$ cat config.mk
export PLATFORM = sky130hd
export DESIGN_NAME = utf8_to_utf16_transcoder_unit
export DESIGN_NICKNAME = d
export VERILOG_FILES = /design/src/hdl/u2u_pkg.sv /design/src/hdl/u2u_decode.sv /design/src/hdl/u2u_outbuf.sv /design/src/hdl/utf8_to_utf16_transcoder_unit.sv
export SDC_FILE = /design/constraint.sdc
export NUM_CORES = 1
export LEC_CHECK = 0
export BUFFER_PORTS_ARGS = -buffer_cell sky130_fd_sc_hd__buf_2
export CAP_MARGIN = 40
export CORE_AREA = 10 10 111 113
export CTS_CLUSTER_SIZE = 40
export DETAILED_ROUTE_END_ITERATION = 12
export DIE_AREA = 0 0 121 123
export GPL_ROUTABILITY_DRIVEN = 0
export PLACE_DENSITY = 0.42
export SYNTH_ARGS = -nofsm -noshare
export SYNTH_HDL_FRONTEND = slang
export SYNTH_SLANG_ARGS = --single-unit
export TNS_END_PERCENT = 1
$ cat constraint.sdc
create_clock -name aclk -period 3.5 [get_ports aclk]
set_input_delay 0.7 -clock aclk [delete_from_list [all_inputs] [get_ports aclk]]
set_output_delay 0.7 -clock aclk [all_outputs]
set_load 0.01 [all_outputs]
$ cat src/hdl/u2u_pkg.sv
// ---------------------------------------------------------------------------
// u2u_pkg
// Shared types and constants for the UTF-8 to UTF-16 transcoder.
// ---------------------------------------------------------------------------
package u2u_pkg;

    localparam int unsigned BYTE_W = 8;
    localparam int unsigned UNIT_W = 16;
    localparam int unsigned ACC_W  = 31;
    localparam int unsigned PEND_W = 3;

    localparam logic [UNIT_W-1:0] HI_SURR_BASE = 16'hD800;
    localparam logic [UNIT_W-1:0] LO_SURR_BASE = 16'hDC00;
    localparam logic [ACC_W-1:0]  SUPP_BASE    = 31'h0001_0000;
    localparam logic [ACC_W-1:0]  MAX_CODE     = 31'h0010_FFFF;

    // number of units one byte produces
    typedef enum logic [1:0] {
        RES_NONE   = 2'd0,
        RES_SINGLE = 2'd1,
        RES_PAIR   = 2'd2
    } res_count_t;

    typedef struct packed {
        logic [UNIT_W-1:0] value;
        logic              last;
        logic              beyond;
    } unit_t;

    typedef struct packed {
        res_count_t count;
        unit_t      first;
        unit_t      second;
    } res_bundle_t;

endpackage

$ cat src/hdl/u2u_decode.sv
// ---------------------------------------------------------------------------
// u2u_decode
// Sequence state and code point assembly; forms the UTF-16 units for the
// byte being transferred in.
// ---------------------------------------------------------------------------
module u2u_decode (
    input  logic                          aclk,
    input  logic                          aresetn,
    input  logic                          byte_en,
    input  logic [u2u_pkg::BYTE_W-1:0]    in_byte,
    input  logic                          string_end,
    output u2u_pkg::res_bundle_t          res
);
    import u2u_pkg::*;

    logic [PEND_W-1:0] pending_reg, pending_next;
    logic [ACC_W-1:0]  acc_reg, acc_next;
    logic [PEND_W-1:0] pend_upd;
    logic [ACC_W-1:0]  acc_upd;
    logic [ACC_W-1:0]  offs;
    logic              is_supp;
    logic              is_over;

    // lead byte classification, or continuation accumulate
    always_comb begin
        pend_upd = '0;
        acc_upd  = '0;
        if (pending_reg == '0) begin
            priority if (in_byte[7:1] == 7'b1111_110) begin
                pend_upd = 3'd5;
                acc_upd  = ACC_W'(in_byte[0]);
            end else if (in_byte[7:2] == 6'b1111_10) begin
                pend_upd = 3'd4;
                acc_upd  = ACC_W'(in_byte[1:0]);
            end else if (in_byte[7:3] == 5'b1111_0) begin
                pend_upd = 3'd3;
                acc_upd  = ACC_W'(in_byte[2:0]);
            end else if (in_byte[7:4] == 4'b1110) begin
                pend_upd = 3'd2;
                acc_upd  = ACC_W'(in_byte[3:0]);
            end else if (in_byte[7:5] == 3'b110) begin
                pend_upd = 3'd1;
                acc_upd  = ACC_W'(in_byte[4:0]);
            end else begin
                pend_upd = 3'd0;
                acc_upd  = ACC_W'(in_byte);
            end
        end else begin
            pend_upd = pending_reg - 3'd1;
            acc_upd  = {acc_reg[ACC_W-7:0], in_byte[5:0]};
        end
    end

    assign is_supp = (acc_upd >= SUPP_BASE) && (acc_upd <= MAX_CODE);
    assign is_over = (acc_upd > MAX_CODE);
    assign offs    = acc_upd - SUPP_BASE;

    always_comb begin
        res = '0;
        if (pend_upd == '0) begin
            if (is_supp) begin
                res.count         = RES_PAIR;
                res.first.value   = HI_SURR_BASE | UNIT_W'(offs[19:10]);
                res.second.value  = LO_SURR_BASE | UNIT_W'(offs[9:0]);
                res.second.last   = 1'b1;
            end else begin
                res.count         = RES_SINGLE;
                res.first.value   = acc_upd[UNIT_W-1:0];
                res.first.last    = 1'b1;
                res.first.beyond  = is_over;
            end
        end
    end

    // a completed sequence or the end of the string both return to idle
    always_comb begin
        pending_next = pending_reg;
        acc_next     = acc_reg;
        if (byte_en) begin
            if (pend_upd == '0 || string_end) begin
                pending_next = '0;
                acc_next     = '0;
            end else begin
                pending_next = pend_upd;
                acc_next     = acc_upd;
            end
        end
    end

    always_ff @(posedge aclk) begin
        if (!aresetn) begin
            pending_reg <= '0;
            acc_reg     <= '0;
        end else begin
            pending_reg <= pending_next;
            acc_reg     <= acc_next;
        end
    end

endmodule

$ cat src/hdl/u2u_outbuf.sv
// ---------------------------------------------------------------------------
// u2u_outbuf
// Two-unit result register; holds a surrogate pair and hands units out one
// transfer at a time.
// ---------------------------------------------------------------------------
module u2u_outbuf (
    input  logic                     aclk,
    input  logic                     aresetn,
    input  logic                     push,
    input  u2u_pkg::res_bundle_t     res,
    output logic                     can_push,
    output logic                     m_valid,
    input  logic                     m_ready,
    output u2u_pkg::unit_t           head
);
    import u2u_pkg::*;

    unit_t      slot0_reg, slot0_next;
    unit_t      slot1_reg, slot1_next;
    logic [1:0] cnt_reg, cnt_next;
    logic       pop;

    assign m_valid  = (cnt_reg != 2'd0);
    assign head     = slot0_reg;
    assign pop      = m_valid && m_ready;
    // free when empty, or once the last held unit leaves in this cycle
    assign can_push = (cnt_reg == 2'd0) || (cnt_reg == 2'd1 && m_ready);

    always_comb begin
        slot0_next = slot0_reg;
        slot1_next = slot1_reg;
        cnt_next   = cnt_reg;
        if (push) begin
            slot0_next = res.first;
            slot1_next = res.second;
            cnt_next   = 2'(res.count);
        end else if (pop) begin
            slot0_next = slot1_reg;
            cnt_next   = cnt_reg - 2'd1;
        end
    end

    always_ff @(posedge aclk) begin
        if (!aresetn) begin
            cnt_reg <= '0;
        end else begin
            cnt_reg <= cnt_next;
        end
    end

    always_ff @(posedge aclk) begin
        slot0_reg <= slot0_next;
        slot1_reg <= slot1_next;
    end

endmodule

$ cat src/hdl/utf8_to_utf16_transcoder_unit.sv
// A completing byte shows its first UTF-16 unit in the cycle after its transfer.
// One byte per cycle while m_tready is high; a surrogate pair holds the input
// while its second unit goes out of the two-unit result register.
// Reset (aresetn low, synchronous) clears the sequence state and empties the
// result register.
// ---------------------------------------------------------------------------
// utf8_to_utf16_transcoder_unit
// UTF-8 byte stream in, UTF-16 code units out.
// ---------------------------------------------------------------------------
module utf8_to_utf16_transcoder_unit (
    input  logic        aclk,
    input  logic        aresetn,
    input  logic        s_tvalid,
    output logic        s_tready,
    input  logic [7:0]  s_tdata,   // [7:0] in_byte
    input  logic        s_tlast,   // string_end
    output logic        m_tvalid,
    input  logic        m_tready,
    output logic [15:0] m_tdata,   // [15:0] unit_value
    output logic        m_tlast,   // last_of_run
    output logic        m_tuser    // [0] beyond_range
);
    import u2u_pkg::*;

    res_bundle_t res;
    unit_t       head;
    logic        s_xfer;
    logic        can_push;

    assign s_tready = can_push;
    assign s_xfer   = s_tvalid && s_tready;

    u2u_decode u_decode (
        .aclk       (aclk),
        .aresetn    (aresetn),
        .byte_en    (s_xfer),
        .in_byte    (s_tdata),
        .string_end (s_tlast),
        .res        (res)
    );

    u2u_outbuf u_outbuf (
        .aclk     (aclk),
        .aresetn  (aresetn),
        .push     (s_xfer),
        .res      (res),
        .can_push (can_push),
        .m_valid  (m_tvalid),
        .m_ready  (m_tready),
        .head     (head)
    );

    assign m_tdata = head.value;
    assign m_tlast = head.last;
    assign m_tuser = head.beyond;

    a_reset_empty: assert property (@(posedge aclk) !aresetn |=> !m_tvalid)
        else $error("result valid straight after reset");

    a_pair_first: assert property (@(posedge aclk) disable iff (!aresetn)
        (s_xfer && res.count == RES_PAIR) |=> (m_tvalid && !m_tlast && !s_tready))
        else $error("surrogate pair not presented high unit first");

    a_single: assert property (@(posedge aclk) disable iff (!aresetn)
        (s_xfer && res.count == RES_SINGLE) |=> (m_tvalid && m_tlast))
        else $error("single unit not presented as last of run");

    a_flag_single: assert property (@(posedge aclk) disable iff (!aresetn)
        (m_tvalid && m_tuser) |-> m_tlast)
        else $error("range flag on a surrogate unit");

endmodule
Word-level counts from Yosys, hierarchy flattened
Index checks and enable logic that the tools add are counted.
Storage, ports and cells
  register bits: 65
  input port bits: 13
  output and inout port bits: 20
  logic and storage cells: 55
Operators by class
  add/subtract/negate cells: 3
  order comparisons: 3
  eq/ne operators: 6
  mux-type cells: 22
  reduce and logical (&&, ||, !) cells: 12
Operators by type and width (number)
  two-way mux 31 bit: 5
  two-way mux 18 bit: 3
  two-way mux 37 bit: 1
  greater-or-equal comparator 31 x 17 -> 1 bit, second input constant: 1
  > comparator 31 x 21 -> 1 bit, second input constant: 1
  less-or-equal comparator 31 x 21 -> 1 bit, second input constant: 1
  two-way mux 25 bit: 1
  subtractor 20 x 17 -> 20 bit, second input constant: 1
  two-way mux 3 bit: 6
  two-way mux 17 bit: 1
  two-way mux 8 bit: 1
  equality test 7 bit, second input constant: 1
  equality test 6 bit, second input constant: 1
  logical NOT 3 bit: 2
  two-way mux 2 bit: 3
  equality test 5 bit, second input constant: 1
  equality test 4 bit, second input constant: 1
  logical AND 1 bit: 4
  nonzero test 2 bit: 2
  equality test 3 bit, second input constant: 1
  subtractor 3 x 1 -> 3 bit, second input constant: 1
  equality test 2 x 1 -> 1 bit, second input constant: 1
  logical NOT 2 bit: 1
  logical OR 1 bit: 2
  3 further kinds: 3

Longest topological paths before layout
  depth in word-level cells: 12
  gate-level depth with buffers: 15
  gate-level depth less buffers: 13

Modules after synthesis
From an unflattened synthesis, not the netlist that was laid out.
Unflattened totals
  cells, all modules: 340
  area, all modules: 3530.9 µm²
By module, submodules not included
  u2u_decode: instances 1, cells an instance 264, area an instance 2065.7 µm², seq. area each 560.5 µm²
  u2u_outbuf: instances 1, cells an instance 75, area an instance 1458.9 µm², seq. area each 1121.1 µm²
  utf8_to_utf16_transcoder_unit: instances 1, cells an instance 1, area an instance 6.3 µm², seq. area each 0.0 µm²

Worst setup path after synthesis
No wires, ideal clock.
  path type: register -> register
  start: register u_decode.pending_reg[0]
  end: register u_outbuf.slot0_reg (netlist bit u_outbuf.head[10]) (data pin)
  setup time: 268 ps
  data arrival time: 2425 ps
  required time: 3232 ps
  path slack: 807 ps
  stages on the path, launching flop included: 16
  buffers on the path: 2
  period minus slack after synthesis: 2693 ps
  cell sequence: dfxtp_1 > inv_1 > ha_1 > ha_1 > buf_4 > inv_1 > nand2_1 > inv_1 > ha_1 > nor3b_1 > nand4_1 > nor3_2 > o21a_4 > buf_12 > mux2i_1 > o31ai_2
RTL lines
  from (decl): RTL line u2u_decode.sv:16  | logic [PEND_W-1:0] pending_reg, pending_next;
  from (signal assigned): RTL line u2u_decode.sv:95  | pending_reg <= pending_next;
  to (signal assigned): RTL line u2u_outbuf.sv:52  | slot0_reg <= slot0_next;
  to (decl): RTL line u2u_outbuf.sv:18  | unit_t slot0_reg, slot0_next;

==> impl_summary.txt <==
----------------------------------------------------
[Die]
  Die area ... 14900 um^2
  Core box area ... 10100 um^2
  Cell row count ... 37
  Boundary Pins ... 33
  Starting density of the core ... 29.4%
  Die span in y ... 123 um
  Floorplan die width ... 121 um

[Yosys]
  Area contributors post-synth ... edfxtp_1 29%, dfxtp_1 20%, nor2b_1 7.5%, a22oi_1 6.3%, nand2_1 3.6%
  Post-synthesis mux area share ... 3.73%
  Primary FF master, synth ... dfxtp_1
  Area share of xor/xnor cells in the synthesized design ... 0.293%
  Average instance area after synthesis ... 10.1 um^2
  EDFF count, synth ... 29
  Largest family of logic cells by synthesized area ... simple AND/OR/NAND/NOR gates
  Asr flop ratio synth ... 0%
  Number of different library cells in the post-synthesis netlist ... 51
  Net Count, Synth ... 316
  Adder-Cell Fraction of Synth Area ... 2.51%
  Cells after Synth ... 297
  Number of flip-flops and latches in the synthesized netlist ... 59
  Cell area after technology mapping ... 2990 um^2
  Yosys Warn Count ... 0
  Library cell with the largest summed area after synthesis ... edfxtp_1
  Fraction of the mapped netlist area in simple logic gates ... 22.3%
  Compound-gate portion of the synthesized area ... 17.0%
  Area share of the largest cell type after synthesis ... 29.2%
  Portion of the post-synthesis area used by sequential elements ... 49.3%

[Final layout]
  Post-synthesis to final-layout area growth ... 17.5%
  Diodes inserted ... 0
  Max FFs per register ... 25
  Number of standard cells in the layout, taps in and fillers out ... 472
  Number of nets in the layout ... 350
  Core utilization of the finished layout ... 34.6%
  Number of filler instances in the final layout ... 1052
  Multi-input combinational cell area ... 1370 um^2
  Flip-flop and latch area ... 1470 um^2
  Share of layout cells above drive strength 1 ... 19.3%

[Timing]
  Final setup TNS ... 0 ns
  Final Critical Period ... 2.99 ns
  Max Fclk ... 335 MHz
  Pins over their slew limit ... 0
  Final cycle utilization of the critical path ... 85.3%
  PnR worst setup slack ... 0.515 ns
  Slew at the pin with the worst max-slew slack ... 0.596 ns
  Worst max-slew margin expressed relative to the limit ... 60.2%
  Final hold violation count ... 0
  Worst clock skew on the final layout ... 0.0105 ns
  Unrepaired setup endpoints after global routing ... false
  Final number of setup-violating endpoints ... 0

[Critical path]
  Data required, critical path ... 3.58 ns
  Crit path max fanout ... 23
  Critical Path Sink Type ... flop
  Worst path arrival time ... 3.07 ns
  Critical path class ... flop to flop
  Type of element launching the critical path ... flop

[Routing]
  Initial drt markers ... 134
  Initial DRT Pass Iterations ... 4
  Number of antenna-violating nets in the routed design ... 0
  Final wirelength ... 8180 um
  Vias/cell ... 4.93
  Vias after detailed routing ... 2328
  Count of unresolved DRC violations after routing ... 0
  Detail-routed net length per standard cell ... 17.3 um

[Global routing]
  Antenna violations before repair ... 0
  Most Crowded Layer GR ... met2
  GR Util All Layers ... 11.4%
  Met2 capacity usage during global routing ... 17.8%
  M3 GR Usage ... 2.64%
  Total gr overflow ... 0
  Wire length of the first global-routing pass ... 13100 um
  Vias in the first global route ... 2311
  Largest net degree at the start of global routing ... 42
  Met1 capacity usage during global routing ... 14.7%

[Power and ir drop]
  Share of total power in the clock network ... 37.3%
  Pwr Density ... 534 nW/um^2
  VDD IR max ... 0.150 mV
  Logic gate share of total power ... 17.9%
  Net switching component of the power ... 0.520 mW
  Reg power frac ... 44.8%
  Switching portion of total power ... 27.8%
  Cell Int Power ... 1.35 mW
  Leak pwr ... 1.30 nW

[Clock tree]
  Skew-Pair Late Insertion Delay ... 0.34 ns
  Count of hold-fix buffers inserted at cts ... 0
  CTS Buffer Depth ... 2
  Clock Pin Slew Worst Setup and Hold Paths ... 0.07 ns
  Count of H-tree levels built during CTS ... 3
  TritonCTS clock tree ... built
  Total clock buffers created by CTS ... 9
  Post-CTS setup buffer count ... 0
  Cell at the root of the clock tree ... clkbuf_8
  Clock tree sinks ... 59
  Post-cts resize count ... 0

[Hold path]
  Path category of the worst min-delay check ... flop to flop

[Run]
  Max-capacitance violation count ... 0

[Placed design]
  Final HPWL from detailed placement ... 5770 um
  Setup WS pre-CTS ... 0.499 ns
  IO buf count ... 32
  Cell Count Post-Placement ... 456

[Run status]
  Result of the run ... finished clean

----------------------------------------------------
==> per-layer routing <==
layer / share of wire (%) / vias up / routed length, um
met5: 0 / - / 0
met4: 2.2 / 0 / 177
met2: 45 / 56 / 3680
li1: - / 1151 / -
met3: 5.5 / 14 / 446
met1: 47 / 1107 / 3870
==> Yosys cell counts (all sizes together), types with 3 or more instances <==
cell type / n
a21boi: 3
a21oi: 7
a22oi: 25
and3: 5
buf: 5
clkbuf: 12
dfxtp: 30
edfxtp: 29
ha: 6
inv: 15
mux2i: 10
nand2: 30
nand2b: 3
nand4: 5
nor2: 12
nor2b: 36
nor3: 5
nor3b: 3
nor4: 6
o21ai: 21
o31ai: 3
==> worst paths after layout <==
kind	startpoint	to	slack [ns]	depth (start not counted)
setup / recovery	u_decode.pending_reg[0]$_SDFFE_PN0P_	u_outbuf.head[4]$_DFFE_PP_	0.51	13
hold / removal	u_decode.pending_reg[1]$_SDFFE_PN0P_	u_decode.pending_reg[1]$_SDFFE_PN0P_	0.47	2
setup reg to reg	u_decode.pending_reg[0]$_SDFFE_PN0P_	u_outbuf.head[4]$_DFFE_PP_	0.51	13
hold reg to reg	u_decode.pending_reg[1]$_SDFFE_PN0P_	u_decode.pending_reg[1]$_SDFFE_PN0P_	0.47	2
==> cell usage in the layout, fill, tap and decap left out, drive strengths merged, types with 2 or more instances in the layout <==
master   n
a22o     2
a31oi    2
inv     15
nor3b    3
a22oi   25
dfxtp   30
nand4    5
edfxtp  29
nor2    12
clkinv   2
nor2b   36
nand3    2
a21oi    7
mux2i   10
a21boi   3
nor4     6
nand2   30
o211ai   2
buf     40
ha       6
nor3     5
and3     5
clkbuf  12
and2     2
o21ai   21
bufinv   2
o31ai    3
nand2b   3
==> kinds of logic (layout without fill, tap and decap cells) <==
family	Yosys count	count (layout)
AOI/OAI and AO/OA	73	73
xor gates and xnor gates	1	1
adders and majority gates	6	6
buffers and inverters	32	71
DFF	59	59
muxes	11	11
and+or+nand+nor	115	115
==> metrics by stage <==
| step | power (mW) | hold slack, ns | area (um^2) |
|---|---|---|---|
| 2_1_floorplan | 1.06 | 0.443 | 2990 |
| 3_3_place_gp | 1.20 | 0.457 | 3280 |
| 3_5_place_dp | 1.20 | 0.464 | 3290 |
| 4_1_cts | 1.90 | 0.474 | 3510 |
| 5_1_grt | 1.97 | 0.530 | 3510 |
| 6_report | 1.87 | 0.471 | 3510 |
==> cell type report <==
| type | count | share of cell area (%) |
|---|---|---|
| Clock buffer | 12 | 4.14 |
| Clock inverter | 4 | 2.10 |
| Inverter | 15 | 1.60 |
| Multi-Input combinational cell | 206 | 39.0 |
| Sequential cell | 59 | 41.9 |
| Tap cell | 136 | 4.85 |
| Timing Repair Buffer | 40 | 6.38 |
==> power groups by stage <==
stage	registers, mW	clock network, mW	logic, mW
2_1_floorplan	0.881	0	0.177
3_3_place_gp	0.857	0	0.346
3_5_place_dp	0.856	0	0.344
4_1_cts	0.841	0.717	0.345
5_1_grt	0.848	0.744	0.381
6_report	0.840	0.697	0.335
==> worst max-delay path, stage by stage (launching register included) <==
cell     delay (ns)
dfxtp_1        0.35
inv_1          0.05
ha_1           0.19
ha_1           0.25
inv_1          0.23
nand2_1        0.14
inv_1          0.10
ha_1           0.13
nor3b_1        0.18
nand4_1        0.13
nor3_2         0.22
o21a_4         0.36
mux2i_1        0.27
o21ai_0        0.10
(Power assumes the default switching activity.)
